[config.mk]
export PLATFORM = sky130hd
export DESIGN_NAME = step_pulse_generator
export DESIGN_NICKNAME = d
export VERILOG_FILES = /design/src/rtl/spg_pkg.sv /design/src/rtl/spg_core.sv /design/src/rtl/spg_out_buf.sv /design/src/rtl/step_pulse_generator.sv
export SDC_FILE = /design/constraint.sdc
export NUM_CORES = 1
export LEC_CHECK = 0
export BUFFER_PORTS_ARGS = -buffer_cell sky130_fd_sc_hd__buf_2
export CORE_ASPECT_RATIO = 0.75
export CORE_UTILIZATION = 55
export DETAILED_ROUTE_END_ITERATION = 7
export PLACE_DENSITY = 0.73
export SETUP_SLACK_MARGIN = 0.1
export SYNTH_ARGS = -nofsm -noshare
export SYNTH_HDL_FRONTEND = slang
export SYNTH_SLANG_ARGS = --single-unit
[constraint.sdc]
create_clock -name clk -period 9.8 [get_ports clk]
set_input_delay 1.47 -clock clk [delete_from_list [all_inputs] [get_ports clk]]
set_output_delay 1.47 -clock clk [all_outputs]
set_load 0.01 [all_outputs]
[src/rtl/spg_pkg.sv]
// Shared types and codes for the step pulse generator.
`timescale 1ns / 1ps

package spg_pkg;

  localparam int DATA_W = 32;

  localparam logic [2:0] OP_TICK           = 3'd0;
  localparam logic [2:0] OP_START_COUNTED  = 3'd1;
  localparam logic [2:0] OP_START_VELOCITY = 3'd2;
  localparam logic [2:0] OP_SET_RATE       = 3'd3;
  localparam logic [2:0] OP_STOP           = 3'd4;

  localparam logic [1:0] MODE_IDLE     = 2'd0;
  localparam logic [1:0] MODE_COUNTED  = 2'd1;
  localparam logic [1:0] MODE_VELOCITY = 2'd2;

  localparam logic REG_HALF_PERIOD  = 1'b0;
  localparam logic REG_PULSE_TARGET = 1'b1;

  typedef struct packed {
    logic              write;
    logic              index;
    logic [DATA_W-1:0] data;
  } cfg_t;

  typedef struct packed {
    logic              pin_level;
    logic [DATA_W-1:0] pulses_emitted;
    logic              move_done;
    logic              active;
  } result_t;

endpackage

[src/rtl/spg_core.sv]
// Step timer state, configuration registers and per-request update.
`timescale 1ns / 1ps

module spg_core import spg_pkg::*; #(
  parameter int PHASE_BITS = 32,
  parameter int COUNT_BITS = 32
) (
  input  logic          clk,
  input  logic          rst,
  input  cfg_t          cfg,
  input  logic          push,
  input  logic [2:0]    opcode,
  input  logic [31:0]   phase_increment,
  output result_t       result
);

  logic [31:0]           half_period;
  logic [30:0]           pulse_target;
  logic [1:0]            run_mode, run_mode_next;
  logic                  pin_state, pin_state_next;
  logic [31:0]           tick_counter, tick_counter_next;
  logic [31:0]           transition_count, transition_count_next;
  logic [PHASE_BITS-1:0] phase_accumulator, phase_accumulator_next;
  logic [PHASE_BITS-1:0] current_increment, current_increment_next;
  logic [COUNT_BITS-1:0] emitted_count, emitted_count_next;
  logic                  done_flag, done_flag_next;

  logic [PHASE_BITS-1:0] inc;
  logic [31:0]           goal;
  logic [31:0]           hp;
  logic [31:0]           tick_inc;
  logic [PHASE_BITS:0]   sum;

  assign inc  = PHASE_BITS'(phase_increment);
  assign goal = {pulse_target, 1'b0};
  assign hp   = (half_period == '0) ? 32'd1 : half_period;

  always_comb begin
    run_mode_next          = run_mode;
    pin_state_next         = pin_state;
    tick_counter_next      = tick_counter;
    transition_count_next  = transition_count;
    phase_accumulator_next = phase_accumulator;
    current_increment_next = current_increment;
    emitted_count_next     = emitted_count;
    done_flag_next         = done_flag;
    tick_inc               = '0;
    sum                    = '0;

    case (opcode)
      OP_START_COUNTED: begin
        run_mode_next         = MODE_COUNTED;
        pin_state_next        = 1'b0;
        tick_counter_next     = '0;
        transition_count_next = '0;
        emitted_count_next    = '0;
        done_flag_next        = 1'b0;
      end
      OP_START_VELOCITY: begin
        run_mode_next          = MODE_VELOCITY;
        current_increment_next = inc;
        phase_accumulator_next = '0;
        pin_state_next         = 1'b0;
        emitted_count_next     = '0;
        done_flag_next         = 1'b0;
      end
      OP_SET_RATE: begin
        if (run_mode == MODE_VELOCITY) begin
          current_increment_next = inc;
        end
      end
      OP_STOP: begin
        run_mode_next          = MODE_IDLE;
        pin_state_next         = 1'b0;
        phase_accumulator_next = '0;
        done_flag_next         = 1'b0;
      end
      default: begin
      end
    endcase

    if (run_mode_next == MODE_COUNTED) begin
      if (transition_count_next < goal) begin
        tick_inc = tick_counter_next + 32'd1;
        if (tick_inc >= hp) begin
          tick_counter_next     = '0;
          pin_state_next        = ~pin_state_next;
          transition_count_next = transition_count_next + 32'd1;
          if (!pin_state_next) begin
            emitted_count_next = emitted_count_next + 1'b1;
          end
        end else begin
          tick_counter_next = tick_inc;
        end
      end
      if (transition_count_next >= goal) begin
        done_flag_next = 1'b1;
        run_mode_next  = MODE_IDLE;
      end
    end else if (run_mode_next == MODE_VELOCITY) begin
      sum = {1'b0, phase_accumulator_next} + {1'b0, current_increment_next};
      if (sum[PHASE_BITS]) begin
        emitted_count_next = emitted_count_next + 1'b1;
      end
      phase_accumulator_next = sum[PHASE_BITS-1:0];
      pin_state_next         = sum[PHASE_BITS-1];
    end
  end

  always_ff @(posedge clk) begin
    if (rst) begin
      half_period  <= 32'd1;
      pulse_target <= '0;
    end else if (cfg.write) begin
      case (cfg.index)
        REG_HALF_PERIOD:  half_period  <= cfg.data;
        REG_PULSE_TARGET: pulse_target <= cfg.data[30:0];
        default: begin
        end
      endcase
    end
  end

  always_ff @(posedge clk) begin
    if (rst) begin
      run_mode          <= MODE_IDLE;
      pin_state         <= 1'b0;
      tick_counter      <= '0;
      transition_count  <= '0;
      phase_accumulator <= '0;
      current_increment <= '0;
      emitted_count     <= '0;
      done_flag         <= 1'b0;
    end else if (push) begin
      run_mode          <= run_mode_next;
      pin_state         <= pin_state_next;
      tick_counter      <= tick_counter_next;
      transition_count  <= transition_count_next;
      phase_accumulator <= phase_accumulator_next;
      current_increment <= current_increment_next;
      emitted_count     <= emitted_count_next;
      done_flag         <= done_flag_next;
    end
  end

  assign result.pin_level      = pin_state_next;
  assign result.pulses_emitted = DATA_W'(emitted_count_next);
  assign result.move_done      = done_flag_next;
  assign result.active         = (run_mode_next != MODE_IDLE);

endmodule

[src/rtl/spg_out_buf.sv]
// Result register with a skid entry behind it.
`timescale 1ns / 1ps

module spg_out_buf import spg_pkg::*; (
  input  logic    clk,
  input  logic    rst,
  input  logic    push,
  input  result_t push_data,
  output logic    full,
  output logic    out_valid,
  input  logic    out_stall,
  output result_t out_data
);

  logic    main_valid;
  result_t main_data;
  logic    skid_valid;
  result_t skid_data;
  logic    main_free;

  assign main_free = !main_valid || !out_stall;

  always_ff @(posedge clk) begin
    if (rst) begin
      main_valid <= 1'b0;
      skid_valid <= 1'b0;
    end else if (main_free) begin
      main_valid <= skid_valid || push;
      skid_valid <= 1'b0;
    end else if (push) begin
      skid_valid <= 1'b1;
    end
  end

  always_ff @(posedge clk) begin
    if (main_free) begin
      main_data <= skid_valid ? skid_data : push_data;
    end else if (push) begin
      skid_data <= push_data;
    end
  end

  assign full      = skid_valid;
  assign out_valid = main_valid;
  assign out_data  = main_data;

endmodule

[src/rtl/step_pulse_generator.sv]
// Top level of the single-channel step pulse generator.
//
//   channel  signals                                   direction
//   in       in_valid, in_stall, opcode, phase_increment  request in
//   out      out_valid, out_stall, pin_level, pulses_emitted,
//            move_done, active                          result out
//   cfg      cfg_write, cfg_index, cfg_data             register write
//
// One request per cycle unless in_stall is high; results are registered.
// The timer state and the pulse counter update in the cycle a request is taken.
// A two-entry output buffer keeps input flowing while one result waits.
// Reset is synchronous; it clears the timer state and restores the registers.
`timescale 1ns / 1ps

module step_pulse_generator import spg_pkg::*; #(
  parameter int PHASE_BITS = 32,
  parameter int COUNT_BITS = 32
) (
  input  logic        clk,
  input  logic        rst,
  input  logic        cfg_write,
  input  logic        cfg_index,
  input  logic [31:0] cfg_data,
  input  logic        in_valid,
  output logic        in_stall,
  input  logic [2:0]  opcode,
  input  logic [31:0] phase_increment,
  output logic        out_valid,
  input  logic        out_stall,
  output logic        pin_level,
  output logic [31:0] pulses_emitted,
  output logic        move_done,
  output logic        active
);

  cfg_t    cfg;
  logic    push;
  logic    full;
  result_t core_result;
  result_t out_data;

  assign cfg.write = cfg_write;
  assign cfg.index = cfg_index;
  assign cfg.data  = cfg_data;

  assign in_stall = full;
  assign push     = in_valid && !full;

  spg_core #(
    .PHASE_BITS(PHASE_BITS),
    .COUNT_BITS(COUNT_BITS)
  ) u_core (
    .clk             (clk),
    .rst             (rst),
    .cfg             (cfg),
    .push            (push),
    .opcode          (opcode),
    .phase_increment (phase_increment),
    .result          (core_result)
  );

  spg_out_buf u_out_buf (
    .clk       (clk),
    .rst       (rst),
    .push      (push),
    .push_data (core_result),
    .full      (full),
    .out_valid (out_valid),
    .out_stall (out_stall),
    .out_data  (out_data)
  );

  assign pin_level      = out_data.pin_level;
  assign pulses_emitted = out_data.pulses_emitted;
  assign move_done      = out_data.move_done;
  assign active         = out_data.active;

  a_stall_needs_result: assert property (@(posedge clk) in_stall |-> out_valid)
    else $error("input stalled with no result pending");

  a_done_is_idle: assert property (@(posedge clk) disable iff (rst)
    (out_valid && move_done) |-> !active)
    else $error("finished move still reported active");

  a_reset_empties: assert property (@(posedge clk) rst |=> (!out_valid && !in_stall))
    else $error("output buffer not empty after reset");

  a_result_follows_request: assert property (@(posedge clk) disable iff (rst)
    (in_valid && !in_stall) |=> out_valid)
    else $error("accepted request produced no result");

endmodule
==> results of run 1 <==
-- power by group --
part	internal (uW)	total, uW	switching [uW]	leakage (uW)
Combinational	124	362	238	0.00511
Sequential	1300	1330	23.5	0.00254
Clock	766	1300	530	0.000552
Total	2190	2980	791	0.00821
-- kinds of logic after synthesis --
logic type                 after synthesis  share of synthesized area, %
buffers and inverters                  238                         4.989
adders and majority gates              129                         8.633
xor gates and xnor gates               109                         5.083
DFF                                    299                         35.60
AOI/OAI and AO/OA                      524                         17.79
muxes                                   55                         3.237
and+or+nand+nor                        969                         24.67
-- cell type report --
cell class / instances / area [um2] / share of cell area [%]
clock buffers: 45 / 953.4 / 4.603
repair buffers: 133 / 732.0 / 3.534
diodes: 4 / 10.01 / 0.04833
flip-flops and latches: 299 / 6688 / 32.29
multi-input cells: 1786 / 11240 / 54.25
inverters: 98 / 367.9 / 1.776
clock inverters: 14 / 161.4 / 0.7793
well taps: 450 / 563.0 / 2.718
-- through the flow --
| step | total power, uW | worst slack [ns] | hold slack, ns | instances | utilization (%) |
|---|---|---|---|---|---|
| after global routing | 3088 | 0.1486 | 0.4749 | 2828 | 61.64 |
| after floorplan | 1593 | 0.8233 | 0.4273 | 2323 | - |
| final | 2984 | 0.7149 | 0.4546 | 2829 | 61.64 |
| after detailed placement | 1707 | 0.3852 | 0.4479 | 2766 | 58.30 |
| after CTS | 2992 | 0.8960 | 0.4554 | 2825 | 61.61 |
| after global placement | 1696 | 0.6472 | 0.4378 | 2766 | 58.30 |
-- synth_stat cells, drive strengths merged, types with 44 or more instances --
| cell type | n |
|---|---|
| a21oi | 186 |
| o21ai | 83 |
| nor2 | 242 |
| nand3 | 73 |
| nor3 | 75 |
| clkbuf | 123 |
| edfxtp | 70 |
| nand2 | 318 |
| dfxtp | 229 |
| and2 | 72 |
| xor2 | 44 |
| ha | 128 |
| a22oi | 46 |
| mux2 | 46 |
| inv | 98 |
| xnor2 | 65 |
-- critical path: stages --
cell and delay [ns]:
buf_2 0.21, or3b_1 0.34, and2_1 0.20, ha_1 0.28, nand4_1 0.21, or4b_2 0.74
nor3_1 0.42, nand4_1 0.33, or3_1 0.44, a21oi_1 0.22, ha_1 0.18, a21oi_1 0.06
o21ai_0 0.24, a2111oi_0 0.14, a31o_2 0.36, nor2_1 0.72, nand4_1 0.28, xnor2_1 0.19
ha_1 0.32, a21o_1 0.18, a21o_1 0.17, a21oi_1 0.15, o211ai_1 0.18, a211oi_1 0.43
nor2_1 0.09, a211oi_1 0.38, nand2_1 0.14, mux2_2 0.28
-- registers in the layout (all words and copies together), names as in the netlist --
register,flops
u_out_buf.out_valid,1
u_out_buf.skid_data,35
u_out_buf.out_data,35
u_core.phase_accumulator,32
u_core.current_increment,32
u_core.pin_state,1
u_core.half_period,32
u_core.run_mode,2
u_core.emitted_count,32
u_core.done_flag,1
u_core.tick_counter,32
u_out_buf.full,1
u_core.transition_count,32
u_core.pulse_target,31
-- worst paths after layout --
kind | from | end | slack [ns] | cells past startpoint
max | opcode[0] | u_out_buf.out_data[1] | 0.71 | 28
min | u_core.pulse_target[3] | u_core.pulse_target[3] | 0.45 | 2
max reg2reg | u_core.tick_counter[0] | u_out_buf.out_data[1] | 1.76 | 26
min reg2reg | u_core.pulse_target[3] | u_core.pulse_target[3] | 0.45 | 2
-- metal layers --
metal	GRT usage (%)	part of all wire, %
met4	6.834	1.8
met2	42.10	42
met1	42.61	49
met3	5.356	7.4
met5	0	0
==> results.md, run 1 <==
- The count of hold buffers inserted by post-cts repair is 0.
- For this run, the leading register cell type out of synthesis is dfxtp_1.
- The count of TritonRoute iterations in the first routing pass is 6.
- The worst-case clock skew is 0.03093 ns.
- The area share of the largest cell type after synthesis is 24.41%.
- The library cell used most frequently in the layout, excluding fill and tap cells, is nand2_1.
- The number of antenna violations at the first check in global routing is 4.
- The number of hold violations in the final report is 0.
- The power density over cell area is 144.1 mW/mm2.
- The initial DRC count is 1465.
- The number of pins exceeding their max-slew limit in the final report is 0.
- The setup path with the least slack is of type in2reg.
- Ranked by total cell area, the synthesized netlist is headed by dfxtp_1 24%, edfxtp_1 11%, ha_1 8.5%.
- The sink count of the clock tree is 299.
- In this run the cell area of the synthesized design comes to 0.01878 mm2.
- The fraction of registers with async set/reset is 0%.
- The worst endpoint required time is 10.09 ns.
- From left edge to right edge, the die measures 215.4 um.
- Setup repair after global routing left no endpoint under its margin.
- The setup-violating endpoint count in the final report is 0.
- The min-delay analysis places its worst path in the category reg2reg.
- Timing would allow up to 110.1 MHz.
- STA classifies the critical path startpoint as a primary input.
- The clock latency reported for the late side of the worst-skew pair is 0.54 ns.
- The number of remaining DRC errors is 0.
- After clock tree synthesis, the clock-pin slew on the worst setup and hold paths is 0.06 ns.
- The kind of capture point of the worst setup path is a flip-flop.
- Summed over all cells, the static leakage comes to 0.008207 uW.
- Synthesis inferred 299 register bits.
- The library cells used most frequently in the layout, excluding fill and tap cells, are 316 x nand2_1, 239 x nor2_1, 228 x dfxtp_1, 186 x a21oi_1, 128 x ha_1.
- The routed design has 50630 um of wire.
- The number of enable-type register cells in the synthesized netlist is 70.
- The via count of the first global-routing pass is 15650.
- In the routed layout, each cell is associated on average with a via count of 6.059.
- From bottom edge to top edge, the die measures 162.0 um.
- In this run the count of I/O pins placed on the die edge is 110.
- In this run, distinct cell masters in the synthesized netlist total 81.
- The first global-routing pass estimated 81700 um of wire.
- Synthesis produced a netlist whose cell count is 2323.
- The number of fill cells is 2932.
- For this configuration, the core starts out at a cell density of 55.90%.
- The total routing usage reported by global routing is 28.53%.
- The final antenna-violating net count is 0.
- The biggest area contributor in the post-synthesis netlist is dfxtp_1.
- Dividing the detail-routed wire length by the instance count gives 17.90 um.
- The total of warnings raised by yosys is 0.
- The number of rows created at floorplan is 58.
- The tool flagged a number of max-cap violations equal to 0.
- The largest net degree at the start of global routing is 102.
- The number of post-CTS setup repair buffers is 0.
- The minimum clock period after layout is 9.085 ns.
- The number of port buffers is 109.
- CTS placed an instance of clkbuf_16 at the clock tree root.
- At the pin with the least slew margin, the transition time is 1.247 ns.
- The half-perimeter wire length of the detailed placement result is 35960 um.
- In this run the deepest clock path goes through 3 buffers.
- Data arrives at the worst endpoint at 9.37 ns.
- The peak fanout along the critical path is 16.
- TritonCTS built the clock tree.
- The remaining max-slew budget at the tightest pin is 16.79%.
- VDD sags by at most 0.00009649 V.
- For this run the aggregate overflow at the end of global routing stands at 0.
- The final RePlAce weighted congestion is 0.9518.
- The placed cell area is 0.01959 mm2.
- The number of nets in the final layout is 2554.
- The quantity of gates resized following cts is 0.
- The level count of the clock H-tree is 2.
- Averaged over all synthesized cells, the footprint is 8.086 um2.
- From synthesis to final layout, the design area changed by 10.27%.
- The run finished with clean final reports.
- The overall die area is 0.03490 mm2.
- The total core area is 0.03360 mm2.
- Synthesis produced a netlist with a net count of 2525.
- The post-route cell area is 0.02071 mm2.
- For this block, the via count after detailed routing is 17140.
- The post-route clock period utilization is 92.71%.
- Of the cells placed in the final design, the portion with a size suffix greater than 1 is 11.16%.
- Clock tree synthesis inserted a total of 34 buffers.
- The part of the Yosys area used for sequential elements is 35.60%.
- For the final routed database, the setup TNS stands at 0 ns.
No activity file was read; power rests on OpenSTA's default activity.
==> run 2: changes to the inputs <==
--- a/config.mk
+++ b/config.mk
@@ -10,6 +10,7 @@
 export CORE_UTILIZATION = 55
 export DETAILED_ROUTE_END_ITERATION = 7
 export PLACE_DENSITY = 0.73
+export RECOVER_POWER = 25
 export SETUP_SLACK_MARGIN = 0.1
 export SYNTH_ARGS = -nofsm -noshare
 export SYNTH_HDL_FRONTEND = slang
==> run 2 against run 1 <==
Against the previous run:
- the flow now finishes with violations (capacitance limit, slew limit)
- hold slack better by 0.00082 ns
- flip-flop and latch count unchanged
- final area down 0.30%
- sequential share of layout area up 0.098 points
- routed wire length up 0.13%
- worst setup slack better by 0.020 ns
- register-to-register slack better by 0.03 ns
- sequential power about the same
- clock power about the same
- combinational power about the same
- largest power group unchanged
==> results.md, run 2 (synthesized netlist as in run 1, its figures left out) <==
- The maximum clock insertion buffer count is 3 (unchanged).
- The number of nets in the final layout was 2554 (unchanged).
- The final reports fail on capacitance limit, slew limit.
- The number of port buffers was 109 (unchanged).
- The half-perimeter wire length of the detailed placement result is 35960 um (unchanged).
- In this run the worst hold path is classified as reg2reg.
- The signed area change from the synthesized netlist to the final layout is 9.939%.
- The ratio of cells with drive above 1 in the final layout was 9.474% (-1.7 points).
- The via count of the first global-routing pass is 15650 (unchanged).
- The power dissipated by switching net loads is 790.9 uW (about the same).
- The number of maximum-capacitance constraint violations is 3 (+3).
- TritonCTS built the clock tree.
- The leakage power total is 0.008056 uW (-1.8%).
- The number of top-level pins is 110 (unchanged).
- The routing usage on met2 is 42.10% (unchanged).
- The capture instance of the worst register-to-register path is u_out_buf.out_data[1].
- The largest net degree at the start of global routing is 102 (unchanged).
- The global routing usage on met1 came to 42.61% (unchanged).
- The count of TritonRoute iterations in the first routing pass was 5 (-1).
- The pin slew with the least headroom to its limit is 4.507 ns (+3.260 ns).
- The flow ran to the end, but the final reports show violations.
- The number of fill cells was 2960 (+0.95%).
- The count of hold buffers inserted by post-cts repair is 0 (unchanged).
- The top achievable clock speed is 110.3 MHz (+0.22%).
- The quantity of gates resized following cts was 0 (unchanged).
- Setup repair after global routing left no endpoint under its margin.
- The number of antenna violations at the first check in global routing was 4 (unchanged).
- The sink count of the clock tree is 299 (unchanged).
- The internal power consumption is 2191 uW (about the same).
- The die outline height was 162.0 um (unchanged).
- The kind of critical path is in2reg.
- met1 is the most crowded layer.
- The worst-case clock skew is 0.02610 ns (-0.004824 ns).
- The clock transition at the registers of the reported paths is 0.06 ns (about the same).
- The peak fanout along the critical path came to 16 (unchanged).
- The number of post-CTS setup repair buffers is 0 (unchanged).
- The remaining max-slew budget at the tightest pin was -200.5% (-220 points).
- The worst endpoint required time came to 10.09 ns (about the same).
- Following the worst setup path forward leads to its endpoint at u_out_buf.out_data[1].
- The setup TNS is 0 ns (unchanged).
- The post-route worst setup slack came to 0.7347 ns (+0.01979 ns).
- The number of buffers created by CTS is 34 (unchanged).
- The worst register-to-register path begins at u_core.tick_counter[0].
- The level count of the clock H-tree is 2 (unchanged).
- The flop-to-flop setup slack came to 1.79 ns (+0.03 ns).
- The kind of launch point of the worst setup path is a primary input.
- The final antenna-violating net count is 0 (unchanged).
- The proportion of power drawn by the clock network is 43.4% (about the same).
- The total detailed-routing wirelength is 50700 um (+0.13%).
- The initial core utilization is 55.90% (unchanged).
- The total routing usage reported by global routing came to 28.53% (unchanged).
- The final RePlAce weighted congestion is 0.9518 (unchanged).
- The power density over cell area is 144.4 mW/mm2 (+0.22%).
- The number of rows created at floorplan came to 58 (unchanged).
- The number of hold violations in the final report is 0 (unchanged).
- The count of non-filler cells in the finished layout is 2829 (unchanged).
- The logic gate share of total power came to 12.1% (about the same).
- The wire length per cell after detailed routing was 17.92 um (+0.13%).
- The switching fraction of total power was 26.53% (about the same).
- The most critical setup path has its startpoint at opcode[0].
- The logic depth of the worst register-to-register path came to 26 (unchanged).
- The detailed-route vias per instance came to 6.055 (about the same).
- The initial DRC count is 1453 (-0.82%).
- The minimum clock period after layout came to 9.065 ns (-0.01979 ns).
- The tree is rooted in a clkbuf_16.
- The total overflow reported by the global router is 0 (unchanged).
- The clock latency reported for the late side of the worst-skew pair is 0.54 ns (about the same).
- The data arrival time of the worst path is 9.36 ns (about the same).
- The total core area is 0.03360 mm2 (unchanged).
- The setup-violating endpoint count in the final report was 0 (unchanged).
- The top cell types in the final layout, fill and taps aside, are 317 x nand2_1, 239 x nor2_1, 228 x dfxtp_1, 186 x a21oi_1, 128 x ha_1.
- The met3 track demand over resource is 5.356% (unchanged).
- The die boundary width was 215.4 um (unchanged).
- The proportion of power drawn by flip-flops and latches came to 44.5% (about the same).
- The number of cells in the design after placement is 2766 (unchanged).
- The worst setup path is captured at a flip-flop.
- The number of remaining DRC errors was 0 (unchanged).
- The via count is 17130 (-0.070%).
- The overall die area came to 0.03490 mm2 (unchanged).
- The library cell used most frequently in the layout, excluding fill and tap cells, is nand2_1.
- The post-route clock period utilization was 92.50% (-0.20 points).
- The worst-case setup slack after placement came to 0.3852 ns (unchanged).
- The maximum ir drop on the vdd rail was 0.00009655 V (about the same).
- The global-route wire length before repair is 81700 um (unchanged).
- The number of pins exceeding their max-slew limit in the final report came to 205 (+205).
==> run 2: cell types whose count changed in the layout (fill, tap and decap cells not counted) <==
cell	previous run	this run
clkbuf_1	6	45
nand2_2	1	0
buf_4	24	22
nand2_1	316	317
buf_6	1	0
buf_2	108	72
==> run 2: critical path, stage by stage <==
cell	delay, ns
buf_2	0.21
or3b_1	0.34
and2_1	0.20
ha_1	0.28
nand4_1	0.21
or4b_2	0.74
nor3_1	0.43
nand4_1	0.34
or3_1	0.44
a21oi_1	0.22
ha_1	0.18
a21oi_1	0.06
o21ai_0	0.23
a2111oi_0	0.13
a31o_2	0.36
nor2_1	0.72
nand4_1	0.28
xnor2_1	0.19
ha_1	0.32
a21o_1	0.18
a21o_1	0.17
a21oi_1	0.15
o211ai_1	0.19
a211oi_1	0.43
nor2_1	0.08
a211oi_1	0.38
nand2_1	0.13
mux2_2	0.28
==> run 2: area by class of cell <==
cell class                      instances  area [um2]  share of cell area [%]
Antenna cell                            4       10.01                 0.04847
Tap cell                              450       563.0                   2.727
Sequential cell                       299        6688                   32.39
Multi-Input combinational cell       1786       11230                   54.40
Inverter                               98       367.9                   1.781
Clock inverter                         14       161.4                  0.7816
Timing Repair Buffer                  133       671.9                   3.254
Clock buffer                           45       953.4                   4.617
==> run 2: worst min-delay path by stage <==
stage | from | to | slack, ns | cells after the start
2_1_floorplan | u_core.phase_accumulator[30] | u_core.phase_accumulator[30] | 0.43 | 2
3_5_place_dp | u_core.pulse_target[12] | u_core.pulse_target[12] | 0.45 | 2
4_1_cts | u_core.pulse_target[12] | u_core.pulse_target[12] | 0.46 | 2
3_3_place_gp | u_core.phase_accumulator[30] | u_core.phase_accumulator[30] | 0.44 | 2
6_report | u_core.pulse_target[27] | u_core.pulse_target[27] | 0.46 | 2
5_1_grt | u_core.pulse_target[12] | u_core.pulse_target[12] | 0.47 | 2
==> run 2: stage by stage <==
step           utilization, %  cell area, um2  hold WS, ns  power, uW
3_3_place_gp            58.30           19590       0.4378       1696
4_1_cts                 61.61           20700       0.4554       2992
3_5_place_dp            58.30           19590       0.4479       1707
5_1_grt                 61.45           20650       0.4749       3087
2_1_floorplan               -           18780       0.4273       1593
6_report                61.46           20650       0.4554       2982
==> run 2: layer usage <==
| metal | share of wire, % | vias up | routed length (um) |
|---|---|---|---|
| li1 | - | 8372 | - |
| met1 | 48 | 8101 | 24530 |
| met2 | 42 | 591 | 21470 |
| met3 | 7.5 | 66 | 3786 |
| met4 | 1.8 | 0 | 902 |
| met5 | 0 | - | 0 |
==> run 2: power groups by stage <==
stage | sequential (uW) | combinational, uW | clock [uW]
4_1_cts | 1330 | 357 | 1310
5_1_grt | 1330 | 396 | 1360
6_report | 1330 | 359 | 1300
2_1_floorplan | 1350 | 243 | 0
3_3_place_gp | 1350 | 346 | 0
3_5_place_dp | 1350 | 355 | 0
